### config.mk
export PLATFORM = sky130hd
export DESIGN_NAME = ellipse_midpoint_rasterizer
export DESIGN_NICKNAME = d
export VERILOG_FILES = /design/src/rtl/emr_pkg.sv /design/src/rtl/emr_ctrl.sv /design/src/rtl/emr_datapath.sv /design/src/rtl/ellipse_midpoint_rasterizer.sv
export VERILOG_INCLUDE_DIRS = /design/src /design/src/rtl
export SDC_FILE = /design/constraint.sdc
export NUM_CORES = 2
export LEC_CHECK = 0
export BUFFER_PORTS_ARGS = -buffer_cell sky130_fd_sc_hd__buf_2
export CAP_MARGIN = 40
export CORE_UTILIZATION = 52
export DETAILED_ROUTE_END_ITERATION = 12
export PLACE_DENSITY = 0.67
export SYNTH_ARGS = -nofsm -noshare
export SYNTH_HDL_FRONTEND = slang
export SYNTH_SLANG_ARGS = --single-unit
export TNS_END_PERCENT = 5
### constraint.sdc
create_clock -name clk -period 15.67 [get_ports clk]
set_clock_uncertainty 0.15 [all_clocks]
set_input_delay 0 -clock clk [delete_from_list [all_inputs] [get_ports clk]]
set_output_delay 0 -clock clk [all_outputs]
set_load 0.01 [all_outputs]
### src/rtl/ellipse_midpoint_rasterizer_assert.svh
// Assertion macros used by the ellipse rasterizer top level.
`ifndef ELLIPSE_MIDPOINT_RASTERIZER_ASSERT_SVH
`define ELLIPSE_MIDPOINT_RASTERIZER_ASSERT_SVH

// Same-cycle implication, checked on every rising clock edge outside reset.
`define EMR_ASSERT_NOW(label, ante, cons, msg) \
    label: assert property (@(posedge clk) disable iff (!rst_n) (ante) |-> (cons)) \
        else $error(msg);

// Next-cycle implication, checked on every rising clock edge outside reset.
`define EMR_ASSERT_NEXT(label, ante, cons, msg) \
    label: assert property (@(posedge clk) disable iff (!rst_n) (ante) |=> (cons)) \
        else $error(msg);

`endif

### src/rtl/emr_pkg.sv
// Shared types, codes and defaults of the midpoint ellipse rasterizer.
`default_nettype none

package emr_pkg;

    // Default geometry of the block.
    localparam int COORD_BITS_DEF  = 12;
    localparam int RADIUS_BITS_DEF = 10;

    // Opcode carried on the input tuser bit.
    localparam logic OP_START = 1'b0;
    localparam logic OP_STEP  = 1'b1;

    // Drawing phase of the pen.
    typedef enum logic [1:0] {
        PH_IDLE,
        PH_R1,
        PH_R2
    } phase_t;

    // Controller states.
    typedef enum logic [4:0] {
        ST_READY,
        ST_SQ_A,
        ST_SQ_B,
        ST_SQ_LIM,
        ST_A2B,
        ST_INIT,
        ST_R1_Y,
        ST_R1_X,
        ST_R2_X,
        ST_R2_Y,
        ST_TXX,
        ST_TSUM,
        ST_TCMP,
        ST_E2B,
        ST_E2A,
        ST_E2F,
        ST_EMIT
    } ctrl_state_t;

    // Register updates the datapath performs per command.
    typedef enum logic [3:0] {
        DP_NOP,
        DP_START,
        DP_SQ_B,
        DP_SQ_LIM,
        DP_A2B,
        DP_INIT,
        DP_STEP,
        DP_R1_Y,
        DP_R1_X,
        DP_R2_X,
        DP_R2_Y,
        DP_E2A,
        DP_E2F,
        DP_EMIT
    } dp_op_t;

    // Operand pair fed to the shared multiplier.
    typedef enum logic [3:0] {
        MUL_NONE,
        MUL_AA,
        MUL_BB,
        MUL_A2A2,
        MUL_A2B,
        MUL_XX,
        MUL_PSUM,
        MUL_B2X,
        MUL_A2Y
    } mul_sel_t;

    // Command from controller to datapath.
    typedef struct packed {
        dp_op_t     op;
        mul_sel_t   mul;
        logic [1:0] beat;
    } dp_cmd_t;

    // Status from datapath to controller.
    typedef struct packed {
        logic active;
        logic in_r1;
        logic region_one;
        logic out_free;
    } dp_status_t;

endpackage

`default_nettype wire

### src/rtl/emr_ctrl.sv
// Sequencing controller of the midpoint ellipse rasterizer.
`default_nettype none

module emr_ctrl
    import emr_pkg::*;
(
    input  wire logic       clk,
    input  wire logic       rst_n,
    input  wire logic       in_valid,
    input  wire logic       in_opcode,
    output logic            in_ready,
    input  wire dp_status_t status,
    output dp_cmd_t         cmd
);

    ctrl_state_t state_reg, state_next;
    logic        stepping_reg, stepping_next;
    logic [1:0]  beat_reg, beat_next;

    // State and sequencing registers.
    always_ff @(posedge clk or negedge rst_n)
    begin
        if (!rst_n)
        begin
            state_reg    <= ST_READY;
            stepping_reg <= 1'b0;
            beat_reg     <= 2'd0;
        end
        else
        begin
            state_reg    <= state_next;
            stepping_reg <= stepping_next;
            beat_reg     <= beat_next;
        end
    end

    // Next state.
    always_comb
    begin
        state_next    = state_reg;
        stepping_next = stepping_reg;
        beat_next     = beat_reg;
        case (state_reg)
            ST_READY:
            begin
                beat_next = 2'd0;
                if (in_valid)
                begin
                    if (in_opcode == OP_START)
                    begin
                        stepping_next = 1'b0;
                        state_next    = ST_SQ_A;
                    end
                    else if (status.active)
                    begin
                        stepping_next = 1'b1;
                        state_next    = status.in_r1 ? ST_R1_Y : ST_R2_X;
                    end
                end
            end
            ST_SQ_A:   state_next = ST_SQ_B;
            ST_SQ_B:   state_next = ST_SQ_LIM;
            ST_SQ_LIM: state_next = ST_A2B;
            ST_A2B:    state_next = ST_INIT;
            ST_INIT:   state_next = ST_TXX;
            ST_R1_Y:   state_next = ST_R1_X;
            ST_R1_X:   state_next = ST_TXX;
            ST_R2_X:   state_next = ST_R2_Y;
            ST_R2_Y:   state_next = ST_EMIT;
            ST_TXX:    state_next = ST_TSUM;
            ST_TSUM:   state_next = ST_TCMP;
            ST_TCMP:
            begin
                if (!status.region_one)
                    state_next = ST_E2B;
                else
                    state_next = stepping_reg ? ST_EMIT : ST_READY;
            end
            ST_E2B:    state_next = ST_E2A;
            ST_E2A:    state_next = ST_E2F;
            ST_E2F:    state_next = stepping_reg ? ST_EMIT : ST_READY;
            ST_EMIT:
            begin
                if (status.out_free)
                begin
                    beat_next = beat_reg + 2'd1;
                    if (beat_reg == 2'd3)
                        state_next = ST_READY;
                end
            end
            default:   state_next = ST_READY;
        endcase
    end

    // Commands to the datapath.
    always_comb
    begin
        in_ready = 1'b0;
        cmd.op   = DP_NOP;
        cmd.mul  = MUL_NONE;
        cmd.beat = beat_reg;
        case (state_reg)
            ST_READY:
            begin
                in_ready = 1'b1;
                if (in_valid)
                begin
                    if (in_opcode == OP_START)
                        cmd.op = DP_START;
                    else if (status.active)
                        cmd.op = DP_STEP;
                end
            end
            ST_SQ_A:   cmd.mul = MUL_AA;
            ST_SQ_B:
            begin
                cmd.op  = DP_SQ_B;
                cmd.mul = MUL_BB;
            end
            ST_SQ_LIM:
            begin
                cmd.op  = DP_SQ_LIM;
                cmd.mul = MUL_A2A2;
            end
            ST_A2B:
            begin
                cmd.op  = DP_A2B;
                cmd.mul = MUL_A2B;
            end
            ST_INIT:   cmd.op = DP_INIT;
            ST_R1_Y:   cmd.op = DP_R1_Y;
            ST_R1_X:   cmd.op = DP_R1_X;
            ST_R2_X:   cmd.op = DP_R2_X;
            ST_R2_Y:   cmd.op = DP_R2_Y;
            ST_TXX:    cmd.mul = MUL_XX;
            ST_TSUM:   cmd.mul = MUL_PSUM;
            ST_TCMP:   cmd.op = DP_NOP;
            ST_E2B:    cmd.mul = MUL_B2X;
            ST_E2A:
            begin
                cmd.op  = DP_E2A;
                cmd.mul = MUL_A2Y;
            end
            ST_E2F:    cmd.op = DP_E2F;
            ST_EMIT:
            begin
                if (status.out_free)
                    cmd.op = DP_EMIT;
            end
            default:   cmd.op = DP_NOP;
        endcase
    end

endmodule

`default_nettype wire

### src/rtl/emr_datapath.sv
// Datapath of the midpoint ellipse rasterizer: pen state, shared multiplier, output stage.
`default_nettype none

module emr_datapath
    import emr_pkg::*;
#(
    parameter int COORD_BITS  = COORD_BITS_DEF,
    parameter int RADIUS_BITS = RADIUS_BITS_DEF
)
(
    input  wire logic                           clk,
    input  wire logic                           rst_n,
    input  wire dp_cmd_t                        cmd,
    output dp_status_t                          status,
    input  wire logic signed [COORD_BITS-1:0]   center_x,
    input  wire logic signed [COORD_BITS-1:0]   center_y,
    input  wire logic        [RADIUS_BITS-1:0]  semi_a,
    input  wire logic        [RADIUS_BITS-1:0]  semi_b,
    output logic                                out_valid,
    input  wire logic                           out_ready,
    output logic signed [COORD_BITS:0]          point_x,
    output logic signed [COORD_BITS:0]          point_y,
    output logic                                last_point
);

    localparam int R      = RADIUS_BITS;
    localparam int C      = COORD_BITS;
    localparam int SQ_W   = 2 * R;
    localparam int LIM_W  = 4 * R;
    localparam int X_W    = R + 1;
    localparam int Y_W    = R + 2;
    localparam int XI_W   = 3 * R + 6;
    localparam int YI_W   = 3 * R + 7;
    localparam int DEC_W  = 4 * R + 6;
    localparam int MUL_W  = 2 * R + 4;
    localparam int PROD_W = 2 * MUL_W;
    localparam int PT_W   = C + R + 3;

    // Pen and ellipse state.
    logic signed [C-1:0]      ox_reg, ox_next;
    logic signed [C-1:0]      oy_reg, oy_next;
    logic        [R-1:0]      a_reg, a_next;
    logic        [R-1:0]      b_reg, b_next;
    logic        [SQ_W-1:0]   a2_reg, a2_next;
    logic        [SQ_W-1:0]   b2_reg, b2_next;
    logic        [SQ_W:0]     sum_reg, sum_next;
    logic        [LIM_W-1:0]  lim_reg, lim_next;
    logic        [X_W-1:0]    x_reg, x_next;
    logic signed [Y_W-1:0]    y_reg, y_next;
    logic        [XI_W-1:0]   xi_reg, xi_next;
    logic signed [YI_W-1:0]   yi_reg, yi_next;
    logic signed [DEC_W-1:0]  dec_reg, dec_next;
    phase_t                   ph_reg, ph_next;
    logic signed [PROD_W-1:0] prod_reg, prod_next;

    // Snapshot of the point being emitted and the output stage.
    logic        [X_W-1:0]    sx_reg, sx_next;
    logic signed [Y_W-1:0]    sy_reg, sy_next;
    logic                     last_reg, last_next;
    logic signed [C:0]        px_reg, px_next;
    logic signed [C:0]        py_reg, py_next;
    logic                     pl_reg, pl_next;
    logic                     ov_reg, ov_next;

    // Operands and derived terms.
    logic signed [MUL_W-1:0]  mul_a, mul_b;
    logic signed [Y_W-1:0]    y_dn;
    logic signed [DEC_W-1:0]  a2_dec, b2_dec, prod_dec, xi_step_dec, yi_step_dec;
    logic        [XI_W-1:0]   xi_step;
    logic signed [YI_W-1:0]   yi_step;
    logic signed [PT_W-1:0]   cx_w, cy_w, x_w, y_w, px_w, py_w;

    // Multiplier operand selection.
    always_comb
    begin
        mul_a = '0;
        mul_b = '0;
        case (cmd.mul)
            MUL_AA:
            begin
                mul_a = {{(MUL_W-R){1'b0}}, a_reg};
                mul_b = {{(MUL_W-R){1'b0}}, a_reg};
            end
            MUL_BB:
            begin
                mul_a = {{(MUL_W-R){1'b0}}, b_reg};
                mul_b = {{(MUL_W-R){1'b0}}, b_reg};
            end
            MUL_A2A2:
            begin
                mul_a = {{(MUL_W-SQ_W){1'b0}}, a2_reg};
                mul_b = {{(MUL_W-SQ_W){1'b0}}, a2_reg};
            end
            MUL_A2B:
            begin
                mul_a = {{(MUL_W-SQ_W){1'b0}}, a2_reg};
                mul_b = {{(MUL_W-R){1'b0}}, b_reg};
            end
            MUL_XX:
            begin
                mul_a = {{(MUL_W-X_W){1'b0}}, x_reg};
                mul_b = {{(MUL_W-X_W){1'b0}}, x_reg};
            end
            MUL_PSUM:
            begin
                mul_a = prod_reg[MUL_W-1:0];
                mul_b = {{(MUL_W-SQ_W-1){1'b0}}, sum_reg};
            end
            MUL_B2X:
            begin
                // 4x + 3
                mul_a = {{(MUL_W-SQ_W){1'b0}}, b2_reg};
                mul_b = {{(MUL_W-X_W-2){1'b0}}, x_reg, 2'b11};
            end
            MUL_A2Y:
            begin
                // 4y - 3 is 4(y - 1) + 1
                mul_a = {{(MUL_W-SQ_W){1'b0}}, a2_reg};
                mul_b = {{(MUL_W-Y_W-2){y_dn[Y_W-1]}}, y_dn, 2'b01};
            end
            default:
            begin
                mul_a = '0;
                mul_b = '0;
            end
        endcase
    end

    // Derived terms for the decision updates.
    always_comb
    begin
        y_dn        = y_reg - Y_W'(1);
        a2_dec      = {{(DEC_W-SQ_W){1'b0}}, a2_reg};
        b2_dec      = {{(DEC_W-SQ_W){1'b0}}, b2_reg};
        prod_dec    = prod_reg[DEC_W-1:0];
        xi_step     = xi_reg + {{(XI_W-SQ_W-1){1'b0}}, b2_reg, 1'b0};
        yi_step     = yi_reg + {{(YI_W-SQ_W-1){1'b0}}, a2_reg, 1'b0};
        xi_step_dec = {{(DEC_W-XI_W){1'b0}}, xi_step};
        yi_step_dec = {{(DEC_W-YI_W){yi_step[YI_W-1]}}, yi_step};
        prod_next   = mul_a * mul_b;
    end

    // Mirrored point of the current beat.
    always_comb
    begin
        cx_w = {{(PT_W-C){ox_reg[C-1]}}, ox_reg};
        cy_w = {{(PT_W-C){oy_reg[C-1]}}, oy_reg};
        x_w  = {{(PT_W-X_W){1'b0}}, sx_reg};
        y_w  = {{(PT_W-Y_W){sy_reg[Y_W-1]}}, sy_reg};
        px_w = cmd.beat[1] ? (cx_w - x_w) : (cx_w + x_w);
        py_w = cmd.beat[0] ? (cy_w - y_w) : (cy_w + y_w);
    end

    // Register updates per command.
    always_comb
    begin
        ox_next   = ox_reg;
        oy_next   = oy_reg;
        a_next    = a_reg;
        b_next    = b_reg;
        a2_next   = a2_reg;
        b2_next   = b2_reg;
        sum_next  = sum_reg;
        lim_next  = lim_reg;
        x_next    = x_reg;
        y_next    = y_reg;
        xi_next   = xi_reg;
        yi_next   = yi_reg;
        dec_next  = dec_reg;
        ph_next   = ph_reg;
        sx_next   = sx_reg;
        sy_next   = sy_reg;
        last_next = last_reg;
        px_next   = px_reg;
        py_next   = py_reg;
        pl_next   = pl_reg;
        ov_next   = ov_reg && !out_ready;
        case (cmd.op)
            DP_START:
            begin
                ox_next = center_x;
                oy_next = center_y;
                a_next  = semi_a;
                b_next  = semi_b;
                x_next  = '0;
                y_next  = {2'b00, semi_b};
                xi_next = '0;
                ph_next = PH_R1;
            end
            DP_SQ_B:
                a2_next = prod_reg[SQ_W-1:0];
            DP_SQ_LIM:
            begin
                b2_next  = prod_reg[SQ_W-1:0];
                sum_next = {1'b0, a2_reg} + {1'b0, prod_reg[SQ_W-1:0]};
            end
            DP_A2B:
                lim_next = prod_reg[LIM_W-1:0];
            DP_INIT:
            begin
                // prod holds a^2 * b
                yi_next  = -(prod_reg[YI_W-1:0] <<< 1);
                dec_next = (b2_dec <<< 2) - (prod_dec <<< 2) + a2_dec;
            end
            DP_STEP:
            begin
                sx_next   = x_reg;
                sy_next   = y_reg;
                last_next = 1'b0;
            end
            DP_R1_Y:
            begin
                if (dec_reg > 0)
                begin
                    y_next   = y_dn;
                    yi_next  = yi_step;
                    dec_next = dec_reg + (yi_step_dec <<< 2);
                end
            end
            DP_R1_X:
            begin
                x_next   = x_reg + X_W'(1);
                xi_next  = xi_step;
                dec_next = dec_reg + ((xi_step_dec + b2_dec) <<< 2);
            end
            DP_R2_X:
            begin
                if (dec_reg <= 0)
                begin
                    x_next   = x_reg + X_W'(1);
                    xi_next  = xi_step;
                    dec_next = dec_reg + (xi_step_dec <<< 2);
                end
            end
            DP_R2_Y:
            begin
                y_next   = y_dn;
                yi_next  = yi_step;
                dec_next = dec_reg + ((a2_dec + yi_step_dec) <<< 2);
                if (y_dn[Y_W-1])
                begin
                    ph_next   = PH_IDLE;
                    last_next = 1'b1;
                end
            end
            DP_E2A:
                dec_next = dec_reg - prod_dec;
            DP_E2F:
            begin
                dec_next = dec_reg - prod_dec;
                ph_next  = PH_R2;
                // A flat ellipse can leave region one already below the axis.
                if (y_reg[Y_W-1])
                begin
                    ph_next   = PH_IDLE;
                    last_next = 1'b1;
                end
            end
            DP_EMIT:
            begin
                px_next = px_w[C:0];
                py_next = py_w[C:0];
                pl_next = last_reg && (cmd.beat == 2'd3);
                ov_next = 1'b1;
            end
            default:
                ov_next = ov_reg && !out_ready;
        endcase
    end

    // Control registers.
    always_ff @(posedge clk or negedge rst_n)
    begin
        if (!rst_n)
        begin
            ph_reg <= PH_IDLE;
            ov_reg <= 1'b0;
        end
        else
        begin
            ph_reg <= ph_next;
            ov_reg <= ov_next;
        end
    end

    // Payload registers.
    always_ff @(posedge clk)
    begin
        ox_reg   <= ox_next;
        oy_reg   <= oy_next;
        a_reg    <= a_next;
        b_reg    <= b_next;
        a2_reg   <= a2_next;
        b2_reg   <= b2_next;
        sum_reg  <= sum_next;
        lim_reg  <= lim_next;
        x_reg    <= x_next;
        y_reg    <= y_next;
        xi_reg   <= xi_next;
        yi_reg   <= yi_next;
        dec_reg  <= dec_next;
        prod_reg <= prod_next;
        sx_reg   <= sx_next;
        sy_reg   <= sy_next;
        last_reg <= last_next;
        px_reg   <= px_next;
        py_reg   <= py_next;
        pl_reg   <= pl_next;
    end

    // Status and output stage.
    always_comb
    begin
        status.active     = (ph_reg != PH_IDLE);
        status.in_r1      = (ph_reg == PH_R1);
        // Zero by zero ellipse never counts as region one.
        status.region_one = (sum_reg != '0) &&
                            (prod_reg <= $signed({{(PROD_W-LIM_W){1'b0}}, lim_reg}));
        status.out_free   = !ov_reg || out_ready;
        out_valid         = ov_reg;
        point_x           = px_reg;
        point_y           = py_reg;
        last_point        = pl_reg;
    end

endmodule

`default_nettype wire

### src/rtl/ellipse_midpoint_rasterizer.sv
// Midpoint ellipse rasterizer: top level joining controller and datapath.
//
// Input channel s_axis: one beat is a command. tuser = 0 starts a new ellipse from
// the center and semi-axes in tdata; tuser = 1 asks for one pen step. A start
// produces no output; a step produces four output beats, the mirrored points
// (cx+x,cy+y), (cx+x,cy-y), (cx-x,cy+y), (cx-x,cy-y). tlast marks the final point
// of the ellipse. Steps while no ellipse is active are taken and produce nothing.
// Output channel m_axis: one registered point per beat.
// A start squares the semi-axes, forms the region limit and a^2*b, sets up the
// decision and tests the region, then sets up the region-two decision when the
// ellipse begins in region two. A region-one step updates y and x and tests the
// region again, setting up the region-two decision on the step that crosses into
// region two; a region-two step updates x and y. The single shared multiplier is
// walked through the products one per cycle, and the output stage loads one point
// per cycle while the receiver keeps up. A new command is taken right after
// the fourth beat is loaded, while that beat may still wait in the output register.
// When the receiver stalls, emission waits beat by beat and nothing is lost.
// Reset (rst_n low, asynchronous) drops any ellipse in progress and empties the
// output register.
`default_nettype none

`include "ellipse_midpoint_rasterizer_assert.svh"

module ellipse_midpoint_rasterizer
    import emr_pkg::*;
#(
    parameter int COORD_BITS  = COORD_BITS_DEF,
    parameter int RADIUS_BITS = RADIUS_BITS_DEF,
    localparam int S_DATA_W   = ((2 * COORD_BITS + 2 * RADIUS_BITS + 7) / 8) * 8,
    localparam int M_DATA_W   = ((2 * (COORD_BITS + 1) + 7) / 8) * 8
)
(
    input  wire logic                clk,
    input  wire logic                rst_n,
    input  wire logic                s_axis_tvalid,
    output logic                     s_axis_tready,
    // center_x, center_y, semi_a, semi_b, zero padding
    input  wire logic [S_DATA_W-1:0] s_axis_tdata,
    // opcode
    input  wire logic                s_axis_tuser,
    output logic                     m_axis_tvalid,
    input  wire logic                m_axis_tready,
    // point_x, point_y, zero padding
    output logic [M_DATA_W-1:0]      m_axis_tdata,
    // last_point
    output logic                     m_axis_tlast
);

    localparam int C = COORD_BITS;
    localparam int R = RADIUS_BITS;

    dp_cmd_t           cmd;
    dp_status_t        status;
    logic signed [C:0] point_x;
    logic signed [C:0] point_y;
    logic              cmd_is_take;
    logic              step_taken;

    emr_ctrl u_ctrl (
        .clk       (clk),
        .rst_n     (rst_n),
        .in_valid  (s_axis_tvalid),
        .in_opcode (s_axis_tuser),
        .in_ready  (s_axis_tready),
        .status    (status),
        .cmd       (cmd)
    );

    emr_datapath #(
        .COORD_BITS  (COORD_BITS),
        .RADIUS_BITS (RADIUS_BITS)
    ) u_datapath (
        .clk        (clk),
        .rst_n      (rst_n),
        .cmd        (cmd),
        .status     (status),
        .center_x   (s_axis_tdata[C-1:0]),
        .center_y   (s_axis_tdata[2*C-1:C]),
        .semi_a     (s_axis_tdata[2*C+R-1:2*C]),
        .semi_b     (s_axis_tdata[2*C+2*R-1:2*C+R]),
        .out_valid  (m_axis_tvalid),
        .out_ready  (m_axis_tready),
        .point_x    (point_x),
        .point_y    (point_y),
        .last_point (m_axis_tlast)
    );

    // Pack the output beat.
    assign m_axis_tdata = M_DATA_W'({point_y, point_x});

    // Conditions watched by the assertions.
    assign cmd_is_take = (cmd.op == DP_NOP) || (cmd.op == DP_START) || (cmd.op == DP_STEP);
    assign step_taken  = s_axis_tvalid && s_axis_tready && (s_axis_tuser == OP_STEP) &&
                         status.active;

    // Commands are only taken in the ready state, which issues no arithmetic.
    `EMR_ASSERT_NOW(a_ready_cmd, s_axis_tready, cmd_is_take, "arithmetic in the ready state")

    // A point is loaded only when the output register can take it.
    `EMR_ASSERT_NOW(a_emit_free, cmd.op == DP_EMIT, status.out_free, "point over unread beat")

    // A step on an active ellipse always starts a busy sequence.
    `EMR_ASSERT_NEXT(a_step_busy, step_taken, !s_axis_tready, "active step did not start")

endmodule

`default_nettype wire
==> reports/results.ini <==
[outcome]
status=finished, violations left
violations=design-rule violations

[global_routing]
grt_max_degree=66
grt_pass1_vias=41781
antenna_found_initial=1
grt_pass1_wl_um=230000
grt_overflow_total=0
track_usage_pct=29.7

[pwr]
p_clk_share_pct=8.6
power_mw=12.6
peakVddDrop_mv=0.140
seqPwrFrac_pct=16.0
pwr-share-comb_pct=75.4
p_int_mw=5.93
power_density_mw_per_mm2=223
p_leak_nw=25.4
swShare_pct=52.8
switchingPower_mw=6.64

[floorplanning]
die-area_mm2=0.100
start_util_pct=52.4
die_y_um=317
core_mm2=0.0983
io_pins=88
die_w_um=317
rows=115

[critical_path]
cp.arrival_ns=11.30
cp-end-kind=flip-flop
crit_path_frequent_cell=fa_1
max_stage_delay_ns=1.05
slowest_stage=a222oi_1
cp-start-kind=flip-flop
criticalPathCategory=reg -> reg
worstPathRequired_ns=15.99
worstPathMaxFanout=49

[layout]
final_nets=6893
area_growth_pct=9.28
largest_reg_flops=48
final_cells=7119
drive_gt1_share_pct=5.90

[sta]
fin_crit_ns=10.98
period_share_pct=70.1
fmax_mhz=91.0
grt_setup_unrepaired=false
drv_slew=0
tns_ns=0
finalSetupViolCount=0
max_slew.worst_pin.slew_ns=1.20
slew_headroom_pct=19.9
final_hold_viol_count=0

[routing]
drc=2
drt_iter0_drc=3793
wl_per_cell_um=20.6
dr.pass1.iters=11
vias_per_cell=5.83
vias=41515
ant_nets=0
wl_um=147000

[cts]
clk_pin_slew_ns=0.07
clock_latency_ns=0.61
post_cts_buffers=0
cts_buffers=43
clk_path_buf_depth=3
cts_tree=yes
clock-sinks=395
htree_levels=2
cts-root-buf=clkbuf_16

[placed_design]
port-buffer-count=77
dp.cells=6945
hpwl_um=118000
gp_congestion=0.973

[logic_synthesis]
syn_avg_cell_area_um2=9.13
synth-edff-count=336
synth_cells=5642
synth.distinct_cells=109
synth-seq-area-share_pct=22.0
netlist_area_mm2=0.0515
synth-async-reset-ratio_pct=2.78
synth_seq_cells=395
synthFlopType=edfxtp_1
ys_warn_count=0

[flow_run]
cap_viol_max_count=0

[worst_hold_path]
hold_path_class=in -> reg

## placed cells by master, fill, tap and decap left out, types with 21 or more instances in the layout
cell	n
o21a_1	52
o221ai_1	21
buf_4	90
nand2b_1	66
and3_1	39
edfxtp_1	336
a22oi_1	38
a222oi_1	23
dlygate4sd3_1	90
fa_1	629
clkbuf_16	45
a211oi_1	34
xor2_1	115
o21bai_1	35
or3_1	37
nand2_1	583
a31oi_1	29
o21ai_0	212
nor2_1	422
dfxtp_1	48
nand4_1	44
inv_1	930
nor4_1	41
buf_2	78
nor2b_1	63
nand3_1	73
a21o_1	130
a21oi_1	299
ha_1	416
o211ai_1	23
xnor2_1	256
and2_1	49
nor3_1	85
## synth_stat cells (38+ instances only)
library cell	number	area, µm²
nor3_1	92	460
nor2b_1	63	394
xor2_1	115	1010
o21a_1	52	390
nand4_1	44	275
clkbuf_1	158	593
xnor2_1	256	2240
edfxtp_1	336	10100
nand3_1	73	365
ha_1	416	5200
a21o_1	130	976
fa_1	629	12600
a21oi_1	301	1510
nand2b_1	66	413
and2_1	49	307
dfxtp_1	48	961
o21ai_0	214	1070
a22oi_1	38	285
inv_1	931	3490
nor2_1	430	1610
nor4_1	43	269
and3_1	39	244
nand2_1	583	2190
## per-stage QoR
step,setup slack (ns),hold slack [ns],util [%],cell area [µm²]
finish,4.69,0.00197,57.3,56300
global route,4.21,0.00271,57.3,56300
CTS,4.85,0.00552,57.3,56300
detailed placement,4.84,-0.260,54.9,53900
global placement,4.97,-0.263,54.6,53600
floorplan,5.41,-0.446,-,51600
## power groups by stage
stage | clock network (mW) | logic, mW | registers [mW]
2_1_floorplan | 0 | 6.85 | 1.87
6_report | 1.08 | 9.49 | 2.01
5_1_grt | 1.13 | 10.5 | 2.03
4_1_cts | 1.09 | 9.37 | 1.99
3_3_place_gp | 0 | 9.07 | 2.00
3_5_place_dp | 0 | 9.27 | 2.01
## metal layers
metal | global-route usage, % | vias to the layer above | share of wire [%]
li1 | - | 19222 | -
met1 | 41.6 | 20554 | 43
met2 | 47.3 | 1506 | 45
met3 | 4.87 | 233 | 8.6
met4 | 9.18 | 0 | 3.3
met5 | 0 | - | 0
## cells by family after synthesis
kind of cell	Yosys count	synth area share, %
AO/OA/AOI/OAI	1116	14.5
XOR/XNOR	371	6.31
adder cells (fa/ha/maj)	1046	34.6
buffers and inverters	1111	8.16
flip-flops	395	22.0
multiplexers	11	0.219
other	2	0.0146
AND/OR/NAND/NOR	1590	14.3
## final cells by class
cell class	instances	area, µm²
fill	8654	42000
multi-input combinational	4147	36200
sequential	395	11300
inverter	934	3510
timing repair buffer	274	2220
tap	1287	1610
clock buffer	52	1160
clock inverter	28	297
antenna	2	5.00
## worst max-delay path, delay by kind of cell (launching register included)
family | cells | cell delay [ns]
adders and majority gates | 8 | 3.10
xor gates and xnor gates | 1 | 0.12
DFF | 1 | 0.76
buffers and inverters | 6 | 1.34
AOI/OAI and AO/OA | 11 | 3.88
and+or+nand+nor | 5 | 1.43
## repair_timing
action,in CTS,in global routing
gates resized for setup,0,0
hold buffers,90,0
setup endpoints to repair,0,0
endpoints found under the hold margin,92,0
## path summary, 6_finish.rpt
check | cells after the start | start | slack (ns) | end
max in group asynchronous | 3 | rst_n | 14.72 | u_ctrl.state_reg[0]
min | 2 | s_axis_tdata[37] | 0.002 | u_datapath.b_reg[3]
min in group asynchronous | 3 | rst_n | 0.30 | u_datapath.ph_reg[0]
max reg2reg | 31 | u_ctrl.state_reg[2] | 4.69 | u_datapath.prod_reg[47]
min reg2reg | 0 | u_datapath.y_reg[1] | 0.34 | u_datapath.sy_reg[1]
max | 31 | u_ctrl.state_reg[2] | 4.69 | u_datapath.prod_reg[47]
No activity file was read; power rests on OpenSTA's default activity.
